File: config.mk
export PLATFORM = sky130hd
export DESIGN_NAME = dns_query_name_encoder
export DESIGN_NICKNAME = d
export VERILOG_FILES = /design/src/sv/dqne_pkg.sv /design/src/sv/dqne_byte_fmt.sv /design/src/sv/dns_query_name_encoder.sv
export SDC_FILE = /design/constraint.sdc
export NUM_CORES = 1
export LEC_CHECK = 0
export ABC_AREA = 1
export BUFFER_PORTS_ARGS = -buffer_cell sky130_fd_sc_hd__buf_2
export CORE_MARGIN = 1
export CORE_UTILIZATION = 40
export DETAILED_ROUTE_END_ITERATION = 12
export SETUP_SLACK_MARGIN = 0.15
export SYNTH_ARGS = -nofsm -noshare
export SYNTH_HDL_FRONTEND = slang
export SYNTH_SLANG_ARGS = --single-unit
File: constraint.sdc
create_clock -name i_clk -period 3.8 [get_ports i_clk]
set_input_delay 0.19 -clock i_clk [delete_from_list [all_inputs] [get_ports i_clk]]
set_output_delay 0.19 -clock i_clk [all_outputs]
set_load 0.01 [all_outputs]
File: src/sv/dqne_pkg.sv
// Shared types and constants of the DNS query name encoder.
`timescale 1ns / 1ps
package dqne_pkg;

    // One input beat: a name character or the end-of-name marker.
    typedef struct packed {
        logic       kind;
        logic [7:0] character;
    } t_in_item;

    // One output beat: a single byte write into the question area.
    typedef struct packed {
        logic [8:0] write_address;
        logic [7:0] write_data;
        logic       write_valid;
        logic       run_last;
        logic [9:0] total_length;
        logic       overflow;
    } t_out_item;

    localparam logic       KIND_CHAR = 1'b0;
    localparam logic       KIND_END  = 1'b1;

    localparam logic [7:0] DOT_CHAR  = 8'd46;

    localparam int unsigned HEADER_BYTES = 12;

    localparam logic       CFG_QUERY_TYPE  = 1'b0;
    localparam logic       CFG_QUERY_CLASS = 1'b1;

    localparam logic [15:0] QUERY_TYPE_RST  = 16'd1;
    localparam logic [15:0] QUERY_CLASS_RST = 16'd1;

    // Trailer bytes after the last label count; the value is the offset from
    // the write position at which the end beat arrived.
    typedef enum logic [2:0] {
        TRL_ROOT     = 3'd0,
        TRL_TYPE_HI  = 3'd1,
        TRL_TYPE_LO  = 3'd2,
        TRL_CLASS_HI = 3'd3,
        TRL_CLASS_LO = 3'd4
    } t_trl_step;

endpackage

File: src/sv/dqne_byte_fmt.sv
// Byte write formatter: saturate the offset, flag drops, build the output beat.
`timescale 1ns / 1ps
module dqne_byte_fmt #(
    parameter int unsigned POS_W = 10,
    parameter int unsigned QBUF  = 500
) (
    input  logic [POS_W-1:0]     i_addr,
    input  logic [7:0]           i_data,
    input  logic                 i_last,
    input  logic [POS_W-1:0]     i_total,
    input  logic                 i_ovf,
    output dqne_pkg::t_out_item  o_item,
    output logic                 o_ovf
);
    import dqne_pkg::*;

    logic [POS_W-1:0]  addr_sat;
    logic              in_buf;
    logic [POS_W+8:0]  addr_ext;
    logic [POS_W+9:0]  total_ext;

    always_comb begin
        in_buf    = (i_addr < POS_W'(QBUF));
        addr_sat  = (i_addr > POS_W'(QBUF)) ? POS_W'(QBUF) : i_addr;
        addr_ext  = {9'd0, addr_sat};
        total_ext = {10'd0, i_total};
        o_ovf     = i_ovf | ~in_buf;

        o_item.write_address = addr_ext[8:0];
        o_item.write_data    = i_data;
        o_item.write_valid   = in_buf;
        o_item.run_last      = i_last;
        o_item.total_length  = total_ext[9:0];
        o_item.overflow      = o_ovf;
    end

endmodule

File: src/sv/dns_query_name_encoder.sv
// Top level of the DNS query name encoder: name state, trailer sequencer, output register.
`timescale 1ns / 1ps
// Usage
//   Input channel (i_in_valid / o_in_ready / i_in_data): one beat per name
//   character, or an end beat that closes the name. Output channel
//   (o_out_valid / i_out_ready / o_out_data): one beat per byte write into
//   the question area, which starts after the header.
//   Config channel (i_cfg_valid / o_cfg_ready / i_cfg_index / i_cfg_data):
//   writes the query type and class; always ready, write only while idle.
// Throughput
//   A character beat gives its write beat through the output register, and
//   a new character is taken in every cycle while the output register is
//   free and no trailer runs. An end beat gives six write beats; the trailer
//   sequencer owns the output register for the last five, so the input is held off while it runs.
//   The last beat of an end item carries the total message length.
// Reset
//   Synchronous, active low: type and class return to 1, the name state to
//   its start (first count byte at offset 0, first character at offset 1).
// Stalls
//   While the receiver holds i_out_ready low the output beat is kept and
//   o_in_ready falls; nothing is dropped or repeated.
module dns_query_name_encoder #(
    parameter int unsigned PACKET_BYTES = 512
) (
    input  logic                 i_clk,
    input  logic                 i_rst_n,
    input  logic                 i_in_valid,
    output logic                 o_in_ready,
    input  dqne_pkg::t_in_item   i_in_data,
    output logic                 o_out_valid,
    input  logic                 i_out_ready,
    output dqne_pkg::t_out_item  o_out_data,
    input  logic                 i_cfg_valid,
    output logic                 o_cfg_ready,
    input  logic                 i_cfg_index,
    input  logic [15:0]          i_cfg_data
);
    import dqne_pkg::*;

    localparam int unsigned QBUF  = PACKET_BYTES - HEADER_BYTES;
    localparam int unsigned POS_W = $clog2(PACKET_BYTES + 1);

    // Configuration registers
    logic [15:0]      r_qtype;
    logic [15:0]      r_qclass;

    // Name state
    logic [POS_W-1:0] r_wr_pos,  n_wr_pos;
    logic [POS_W-1:0] r_cnt_pos, n_cnt_pos;
    logic [7:0]       r_lbl_cnt, n_lbl_cnt;
    logic             r_ovf,     n_ovf;

    // Trailer sequencer
    logic             r_trl_busy, n_trl_busy;
    t_trl_step        r_trl_step, n_trl_step;
    logic [POS_W-1:0] r_trl_base, n_trl_base;

    // Output register
    logic             r_out_valid, n_out_valid;
    t_out_item        r_out,       n_out;

    // Formatter hookup
    logic [POS_W-1:0] f_addr;
    logic [7:0]       f_data;
    logic             f_last;
    logic [POS_W-1:0] f_total;
    t_out_item        f_item;
    logic             f_ovf;

    logic             out_free;
    logic             in_acc;
    logic             trl_adv;
    logic [POS_W-1:0] pos_inc;
    logic [POS_W-1:0] base_end;

    dqne_byte_fmt #(
        .POS_W (POS_W),
        .QBUF  (QBUF)
    ) u_fmt (
        .i_addr  (f_addr),
        .i_data  (f_data),
        .i_last  (f_last),
        .i_total (f_total),
        .i_ovf   (r_ovf),
        .o_item  (f_item),
        .o_ovf   (f_ovf)
    );

    // The output register frees up when empty or when its beat is taken.
    assign out_free    = ~r_out_valid | i_out_ready;
    assign o_in_ready  = out_free & ~r_trl_busy;
    assign in_acc      = i_in_valid & o_in_ready;
    assign trl_adv     = r_trl_busy & out_free;
    assign o_out_valid = r_out_valid;
    assign o_out_data  = r_out;
    assign o_cfg_ready = 1'b1;

    always_comb begin
        pos_inc  = r_wr_pos + POS_W'(1);
        if (pos_inc > POS_W'(QBUF)) begin
            pos_inc = POS_W'(QBUF);
        end
        base_end = r_trl_base + POS_W'(TRL_CLASS_LO) + POS_W'(1);
        if (base_end > POS_W'(QBUF)) begin
            base_end = POS_W'(QBUF);
        end
    end

    always_comb begin
        n_wr_pos    = r_wr_pos;
        n_cnt_pos   = r_cnt_pos;
        n_lbl_cnt   = r_lbl_cnt;
        n_ovf       = r_ovf;
        n_trl_busy  = r_trl_busy;
        n_trl_step  = r_trl_step;
        n_trl_base  = r_trl_base;
        n_out_valid = r_out_valid;
        n_out       = r_out;
        f_addr      = r_wr_pos;
        f_data      = i_in_data.character;
        f_last      = 1'b1;
        f_total     = '0;

        if (trl_adv) begin
            // Trailer beats: root byte, then type and class big-endian.
            f_addr = r_trl_base + POS_W'(r_trl_step);
            f_last = 1'b0;
            unique case (r_trl_step)
                TRL_ROOT: begin
                    f_data     = 8'd0;
                    n_trl_step = TRL_TYPE_HI;
                end
                TRL_TYPE_HI: begin
                    f_data     = r_qtype[15:8];
                    n_trl_step = TRL_TYPE_LO;
                end
                TRL_TYPE_LO: begin
                    f_data     = r_qtype[7:0];
                    n_trl_step = TRL_CLASS_HI;
                end
                TRL_CLASS_HI: begin
                    f_data     = r_qclass[15:8];
                    n_trl_step = TRL_CLASS_LO;
                end
                TRL_CLASS_LO: begin
                    f_data     = r_qclass[7:0];
                    f_last     = 1'b1;
                    f_total    = base_end + POS_W'(HEADER_BYTES);
                    n_trl_step = TRL_ROOT;
                end
                default: begin
                    f_data     = 8'd0;
                    n_trl_step = TRL_ROOT;
                end
            endcase
            n_out_valid = 1'b1;
            n_out       = f_item;
            // Name finished: drop the sticky overflow with the last beat.
            n_ovf       = f_last ? 1'b0 : f_ovf;
            n_trl_busy  = ~f_last;
        end else if (in_acc) begin
            n_out_valid = 1'b1;
            if (i_in_data.kind == KIND_END) begin
                // Patch the last count, then hand over to the trailer.
                f_addr     = r_cnt_pos;
                f_data     = r_lbl_cnt;
                f_last     = 1'b0;
                n_trl_busy = 1'b1;
                n_trl_step = TRL_ROOT;
                n_trl_base = r_wr_pos;
                n_wr_pos   = POS_W'(1);
                n_cnt_pos  = '0;
                n_lbl_cnt  = 8'd0;
            end else if (i_in_data.character == DOT_CHAR) begin
                // Patch the finished label count, reserve the next count byte.
                f_addr    = r_cnt_pos;
                f_data    = r_lbl_cnt;
                n_cnt_pos = r_wr_pos;
                n_lbl_cnt = 8'd0;
                n_wr_pos  = pos_inc;
            end else begin
                n_lbl_cnt = r_lbl_cnt + 8'd1;
                n_wr_pos  = pos_inc;
            end
            n_out = f_item;
            n_ovf = f_ovf;
        end else if (i_out_ready) begin
            n_out_valid = 1'b0;
        end
    end

    always_ff @(posedge i_clk) begin
        if (!i_rst_n) begin
            r_qtype     <= QUERY_TYPE_RST;
            r_qclass    <= QUERY_CLASS_RST;
            r_wr_pos    <= POS_W'(1);
            r_cnt_pos   <= '0;
            r_lbl_cnt   <= 8'd0;
            r_ovf       <= 1'b0;
            r_trl_busy  <= 1'b0;
            r_trl_step  <= TRL_ROOT;
            r_out_valid <= 1'b0;
        end else begin
            if (i_cfg_valid) begin
                unique case (i_cfg_index)
                    CFG_QUERY_TYPE:  r_qtype  <= i_cfg_data;
                    CFG_QUERY_CLASS: r_qclass <= i_cfg_data;
                    default: ;
                endcase
            end
            r_wr_pos    <= n_wr_pos;
            r_cnt_pos   <= n_cnt_pos;
            r_lbl_cnt   <= n_lbl_cnt;
            r_ovf       <= n_ovf;
            r_trl_busy  <= n_trl_busy;
            r_trl_step  <= n_trl_step;
            r_out_valid <= n_out_valid;
        end
    end

    // Payload registers: no reset needed.
    always_ff @(posedge i_clk) begin
        r_trl_base <= n_trl_base;
        r_out      <= n_out;
    end

endmodule

==> key figures, run 1 <==
Power and ir drop
  – Max IR drop VDD: 0.0002469 V
  – Lkg Pwr: 0.002638 uW
  – Pwr Total: 2569 uW
  – Pwr Density: 422.6 nW/um^2

Timing
  – Worst Max-Slew Pin Slew: 1035 ps
  – Hold WS: 62.39 ps
  – Final Skew: 10.75 ps
  – Finish-stage setup viols: 0
  – Slew margin rel.: 30.76%
  – Setup TNS: 0 ps
  – Hold Fails Final Rpt: 0
  – Fmax: 383.1 MHz
  – RSZ-0062 raised after global routing: false
  – Max-slew violations: 0
  – Fin crit share: 68.69%
  – Fin crit period: around 2600 ps

Global route
  – Top Usage Layer GRT: met2
  – Global-route usage over all layers: 20.49%
  – Vias in the first global route: 4533
  – Largest net degree at the start of global routing: 49
  – Initial antenna violation count: 0
  – Met3 Use GR: between 5 and 6%
  – Met1 usage: between 20% and 30%
  – First-pass GRT wire length: 21470 um
  – Grt met2 use: 32.98%
  – Congestion Overflow GR: 0

Floorplanning
  – Die X: 117.2 um
  – Site Rows: around 40
  – Chip Height: 117.2 um
  – Core area: 12770 um^2
  – Initial Util: 41.58%
  – Die ar.: 13740 um^2
  – IO Pins: 64

Critical path
  – CP startpoint kind: register
  – Kind of critical path: register to register
  – CP Data Arrival Time: ~2700 ps
  – CP Capture Type: register
  – Worst path required time: 3890 ps
  – Crit Path Max Fanout: 5

Yosys
  – Register area share after synthesis: 47.49%
  – Mean cell area of the mapped netlist: roughly 7.7 um^2
  – Ys async rst share: 0%
  – Synth cell types: 47
  – Yosys warns: 0
  – Mapped cell area: 5311 um^2
  – Post-Synthesis Cells: 686
  – Main synth FF type: dfxtp_1
  – Syn Nets: 727
  – Number of synthesized flops with an enable pin: 40
  – Register bit count reported by yosys: 106

Placement
  – DP Cell Count: between 900 and 1000
  – Gp weighted congestion: between 0.9 and 1
  – DP Wirelength: 9611 um
  – Buffers on Ports: between 60 and 70

CTS
  – Sink Count: 106
  – Clock transition at the registers of the reported paths: 70 ps
  – CTS Buf Count: 9
  – Cts hold-fix bufs: 0
  – H-tree depth: 3
  – Bufs on Longest Clock Path: 2
  – Clock latency on the worst-skew pair: 350 ps
  – Root Buffer: clkbuf_16
  – CTS tree: done
  – Post-CTS Resized: 0
  – # Post-CTS Setup Buffers: 0

Min path
  – Hold Path Class: input pin to register

Detailed routing
  – Final ANT Viol Nets: 0
  – DR WL/cell: 14.31 um
  – DRC Markers: 0
  – Initial DRC Count: 316
  – Avg Vias per Cell: 5.087
  – Routed Wire Length: 13150 um
  – DRT Pass-1 Iters: 5
  – Via count: 4675

Final layout
  – Layout area overhead: 14.49%
  – Net count, final: 783
  – Final core utilization: 47.61%
  – Layout cells sized above 1: between 15 and 20%
  – Total inserted antenna cells: 0
  – Final instance count without filler cells: 919

Run status
  – Status: completed

Run
  – Maxcap violations: 0
-- area by class of cell --
class                   count  area (um^2)
multi-input cells         478         2379
fillers                  1259         6693
repair buffers             65        332.8
flip-flops and latches    106         2522
clock buffers              11        264.0
well taps                 172        215.2
clock inverters             5        60.06
inverters                  82        307.8
-- layer usage --
metal	vias to the layer above	share of wire, %
met5	-	0
met4	0	1.5
met3	16	5.3
met2	142	46
met1	2170	47
li1	2347	-
-- worst max-delay path, stage by stage (launching register included) --
cell and delay [ps]:
edfxtp_1 470, ha_1 250, inv_1 50, nand2_1 90, nand2_1 90, xor2_1 210, inv_1 90, nand2_1 120
nor2_2 60, nand3_1 110, nand2_2 80, inv_2 80, nand2_1 50, ha_1 200, inv_1 120, o21ai_0 90
o21ai_0 90, a21oi_1 80
-- worst paths after layout --
kind                       from             to  slack (ps)  cells after the start
setup / recovery  r_trl_base[0]  o_out_data[9]        1190                     17
setup reg to reg  r_trl_base[0]  o_out_data[9]        1190                     17
hold reg to reg    r_cnt_pos[0]   r_cnt_pos[0]         470                      2
hold / removal    i_cfg_data[0]    r_qclass[0]          60                      3
-- cells by family (layout without fill, tap and decap cells) --
kind of cell    count (synthesis)  in the layout  share of synthesized area, %
flops                         106            106                         47.49
xor+xnor                       13             13                         2.285
compound gates                114            114                         11.99
simple gates                  340            340                         27.94
fa+ha+maj                      10             10                         2.497
other cells                     1              1                       0.07060
buf+inv                       102            163                         7.726
-- power breakdown --
part           total, uW  internal [uW]  switching, uW  leakage (uW)
logic                301           97.2            203       0.00154
registers           1290           1250           33.9      0.000939
clock network        980            570            411      0.000157
total               2570           1920            648       0.00264
-- layout by cell type (no fill, tap or decap), types with 3 or more instances in the layout --
master,synthesis,final
a221oi_1,4,4
xor2_1,11,11
o21ai_1,10,10
buf_4,2,3
nor3_2,3,3
dfxtp_1,66,66
nand4_1,8,8
nand2_2,7,7
clkinv_1,3,3
a22o_1,4,4
inv_2,14,14
nor2_2,5,5
clkbuf_16,0,10
inv_1,65,65
buf_2,4,62
a21oi_1,27,27
ha_1,9,9
nand2_1,146,146
edfxtp_1,40,40
o22ai_1,4,4
o21ai_0,54,54
nor2_1,107,107
nand3_1,51,51
o211ai_1,4,4
-- through the flow --
step,worst slack (ps),cell area [um^2]
after detailed placement,1232,5757
after global placement,1350,5757
final,1190,6081
after global routing,928.2,6081
after CTS,1218,6081
after floorplan,1500,5311
-- flip-flops by register name (all words and copies together), names as in the netlist --
signal	flops
o_out_data	30
r_cnt_pos	10
r_trl_base	10
r_trl_busy	1
r_trl_step	3
r_qclass	16
o_out_valid	1
r_qtype	16
r_lbl_cnt	8
r_ovf	1
r_wr_pos	10
-- cell usage after synthesis (2+ instances only) --
| library cell | count | area share [%] |
|---|---|---|
| a21oi_1 | 27 | 2.5 |
| or2_1 | 2 | 0.24 |
| o211ai_1 | 4 | 0.57 |
| nand2_4 | 2 | 0.42 |
| nor2_2 | 5 | 0.59 |
| nand2_1 | 146 | 10 |
| dfxtp_1 | 66 | 25 |
| o21ai_0 | 54 | 5.1 |
| nand2_2 | 7 | 0.82 |
| clkinv_1 | 3 | 0.21 |
| a22o_1 | 4 | 0.66 |
| o22ai_1 | 4 | 0.47 |
| nor3_2 | 3 | 0.57 |
| xor2_1 | 11 | 1.8 |
| o21ai_1 | 10 | 0.94 |
| ha_1 | 9 | 2.1 |
| inv_2 | 14 | 0.99 |
| buf_4 | 2 | 0.28 |
| buf_6 | 2 | 0.42 |
| o21a_1 | 2 | 0.28 |
| inv_1 | 65 | 4.6 |
| nand4_1 | 8 | 0.94 |
| nand3_1 | 51 | 4.8 |
| a221oi_1 | 4 | 0.66 |
| clkbuf_1 | 11 | 0.78 |
| edfxtp_1 | 40 | 23 |
| nor2_1 | 107 | 7.6 |
| buf_2 | 4 | 0.38 |
Note: power is estimated with default switching activity, not from simulation.
==> run 2, diff against run 1 <==
--- a/config.mk
+++ b/config.mk
@@ -5,7 +5,7 @@
 export SDC_FILE = /design/constraint.sdc
 export NUM_CORES = 1
 export LEC_CHECK = 0
-export ABC_AREA = 1
+export ABC_AREA = 0
 export BUFFER_PORTS_ARGS = -buffer_cell sky130_fd_sc_hd__buf_2
 export CORE_MARGIN = 1
 export CORE_UTILIZATION = 40
==> constraint.sdc (replaced) <==
create_clock -name i_clk -period 2.4 [get_ports i_clk]
set_input_delay 0.12 -clock i_clk [delete_from_list [all_inputs] [get_ports i_clk]]
set_output_delay 0.12 -clock i_clk [all_outputs]
set_load 0.01 [all_outputs]
==> run 2 against run 1 <==
  * The run now ends with negative setup slack left
  * Total power up 61%
  * Wire length up 10%
  * Critical path type unchanged
  * Combinational power up 93%
  * Synthesized cell count down 12%
  * Fmax down 0.52%
  * Sequential share of layout area down 5.6 points
  * Clock-buffer cell count unchanged
==> key figures, run 2 <==
Yosys
  – Register area share after synthesis: 44.93% (-2.6 points)
  – Post-Synthesis Cells: 606 (-12%)
  – Synth top area share: 23.53% (-1.3 points)
  – Top post-synthesis cells by area: dfxtp_1, edfxtp_1, nand2_1
  – Mean cell area of the mapped netlist: 9.264 um^2 (+20%)
  – Number of synthesized flops with an enable pin: 40 (unchanged)
  – Yosys warns: 0 (unchanged)
  – Ys async rst share: 0% (unchanged)
  – Syn Nets: 647 (-11%)
  – Synth cell types: 82 (+74%)
  – Yosys top cell by area: dfxtp_1
  – Register bit count reported by yosys: 106 (unchanged)
  – Mapped cell area: 5614 um^2 (+5.7%)
  – Most frequent cells after synthesis: nand2_1, dfxtp_1, nor2_1, edfxtp_1, a21boi_0
  – Main synth FF type: dfxtp_1
  – Most common cell in the netlist: nand2_1

Global route
  – Vias in the first global route: 4585 (+1.1%)
  – Global-route usage over all layers: 20.63% (+0.15 points)
  – Largest net degree at the start of global routing: 31 (-37%)
  – First-pass GRT wire length: 23450 um (+9.3%)
  – Congestion Overflow GR: 0 (unchanged)
  – Initial antenna violation count: 0 (unchanged)

Final layout
  – Most frequent cells in the layout: nand2_1, buf_4, dfxtp_1
  – Most common cell after layout, fill and taps aside: nand2_1
  – Net count, final: 751 (-4.1%)
  – Layout area overhead: 25.25%
  – Post-Layout Inst Area: 7032 um^2 (+16%)
  – Total inserted antenna cells: 0 (unchanged)
  – Max reg flops: 30 (unchanged)
  – Layout cells sized above 1: 28.11% (+12 points)
  – Final instance count without filler cells: 891 (-3.0%)

CTS
  – Sink Count: 106 (unchanged)
  – H-tree depth: 3 (unchanged)
  – Clock transition at the registers of the reported paths: 80 ps (about the same)
  – Clock latency on the worst-skew pair: 360 ps (about the same)
  – Bufs on Longest Clock Path: 2 (unchanged)
  – Root Buffer: clkbuf_16
  – CTS Buf Count: 9 (unchanged)
  – CTS tree: done

Timing
  – Slew margin rel.: 55.36% (+25 points)
  – Hold Fails Final Rpt: 0 (unchanged)
  – Max-slew violations: 0 (unchanged)
  – Fmax: 381.1 MHz (-0.52%)
  – Setup TNS: -982.6 ps (-982.6 ps)
  – Finish-stage setup viols: 13 (+13)
  – Worst Max-Slew Pin Slew: 669.6 ps (-365.3 ps)
  – Setup ws final: -223.8 ps (-1414 ps)
  – Final Skew: 7.716 ps (-3.029 ps)
  – RSZ-0062 raised after global routing: true
  – Fin crit period: 2624 ps (+13.62 ps)
  – Fin crit share: 109.3% (+41 points)

Floorplanning
  – Die X: 120.5 um (+2.8%)
  – Core area: 13450 um^2 (+5.3%)
  – Site Rows: 42 (+2.4%)
  – IO Pins: 64 (unchanged)
  – Initial Util: 41.73% (+0.15 points)
  – Die ar.: 14510 um^2 (+5.6%)
  – Chip Height: 120.5 um (+2.8%)

Critical path
  – Worst path required time: 2500 ps (-1390 ps)
  – FF-to-FF Start: r_trl_base[1]
  – Kind of critical path: register to register
  – Worst Reg-to-Reg Cells: 11 (-6)
  – CP Data Arrival Time: 2730 ps (+30 ps)
  – Reg2reg end: o_out_data[9]
  – R2r setup slk: -220 ps (-1410 ps)
  – CP Capture Type: register
  – CP startpoint kind: register
  – Crit Path Max Fanout: 5 (unchanged)
  – CP Capture Point: o_out_data[9]
  – Crit path launch: r_trl_base[1]

Detailed routing
  – DR WL/cell: 16.31 um (+14%)
  – Via count: 4975 (+6.4%)
  – Initial DRC Count: 352 (+11%)
  – DRC Markers: 0 (unchanged)
  – Final ANT Viol Nets: 0 (unchanged)
  – Routed Wire Length: 14530 um (+10%)
  – Avg Vias per Cell: 5.584 (+9.8%)
  – DRT Pass-1 Iters: 4 (-1)

Power and ir drop
  – Lkg Pwr: 0.002740 uW (+3.9%)
  – Pwr Density: 589.0 nW/um^2 (+39%)
  – Max IR drop VDD: 0.0003024 V (+22%)

Run
  – Maxcap violations: 0 (unchanged)

Placement
  – Gp weighted congestion: 0.9162 (-5.2%)
  – Dpl cell area: 6434 um^2 (+12%)
  – Buffers on Ports: 62 (unchanged)
  – DP Wirelength: 10300 um (+7.1%)
  – DP Cell Count: 862 (-4.5%)

Run status
  – Status: complete, but fails checks
  – Failing checks: negative setup slack

Min path
  – Hold Path Class: input pin to register
  – Cells on Worst Hold Path: 3 (unchanged)
==> run 2: changes by cell type in the layout (fill, tap and decap cells not counted), sizes merged, moves of 8 or more <==
| cell | change |
|---|---|
| a21boi | +33 |
| and3 | +8 |
| nand3 | -40 |
| xnor2 | +14 |
| nand2 | -58 |
| a22o | +9 |
| buf | +70 |
| nand2b | +12 |
| nor2 | -68 |
| o21ai | -42 |
| a22oi | +10 |
| mux2i | +12 |
| inv | -68 |
==> run 2: how the worst min path moves through the flow <==
stage / startpoint / slack (ps) / end
6_report: i_cfg_data[15] / 8 / r_qtype[15]
5_1_grt: i_cfg_data[5] / 10 / r_qclass[5]
4_1_cts: i_cfg_data[6] / 0.4 / r_qclass[6]
3_5_place_dp: i_cfg_data[0] / 360 / r_qclass[0]
3_3_place_gp: i_cfg_data[0] / 350 / r_qclass[0]
2_1_floorplan: i_cfg_data[0] / 240 / r_qtype[0]
==> run 2: logic make-up after synthesis <==
logic type	synth area share, %
other cells	0.06680
simple gates	20.28
xor+xnor	3.878
mux	2.140
flops	44.93
fa+ha+maj	2.362
compound gates	22.69
buf+inv	3.655
==> run 2: critical path: stages (launching register included) <==
cell	delay, ps
edfxtp_1	490
buf_4	210
a211o_1	300
o21ai_1	100
a21oi_1	90
nor2_2	140
and4_1	240
nor3_2	60
ha_2	210
a21oi_4	130
nor3_1	50
or3_1	340
==> run 2: cell type report <==
cell class,count,area (um^2)
fill,1249,6421
multi-input combinational,451,3073
sequential,106,2524
timing repair buffer,136,879.6
clock buffer,11,264.0
tap,176,220.2
clock inverter,5,48.80
inverter,6,22.52
==> run 2: repair_timing <==
action | 4_1_cts | 5_1_grt
hold endpoints to repair | 2 | 0
setup buffers | 2 | 10
hold buffers | 1 | 0
gates resized for setup | 22 | 14
endpoints found under the setup margin | 15 | 35
pin swaps | 6 | 2
==> run 2: report_power, final <==
part	internal, uW	switching, uW
registers	1960	42.5
logic	247	332
clock network	823	732
total	3030	1110
==> run 2: metal layers <==
layer / part of all wire [%] / track usage, % / wire, um / vias to the layer above
met5: 0 / 0 / 0 / -
met4: 1.9 / 8.565 / 279 / 0
met3: 3.7 / 2.783 / 531 / 20
met2: 48 / 33.51 / 6942 / 118
met1: 47 / 27.59 / 6779 / 2417
li1: - / - / - / 2420
==> run 2: metrics by stage <==
stage               hold WS (ps)  total power, uW  utilization, %  setup slack [ps]
floorplan                  244.0             2371               -            -220.5
global placement           347.0             2576           47.82            -138.5
detailed placement         356.6             2586           47.82            -218.8
CTS                       0.4237             4143           51.16            -131.3
global route               12.79             4296           52.27            -310.1
finish                     7.579             4142           52.27            -223.8
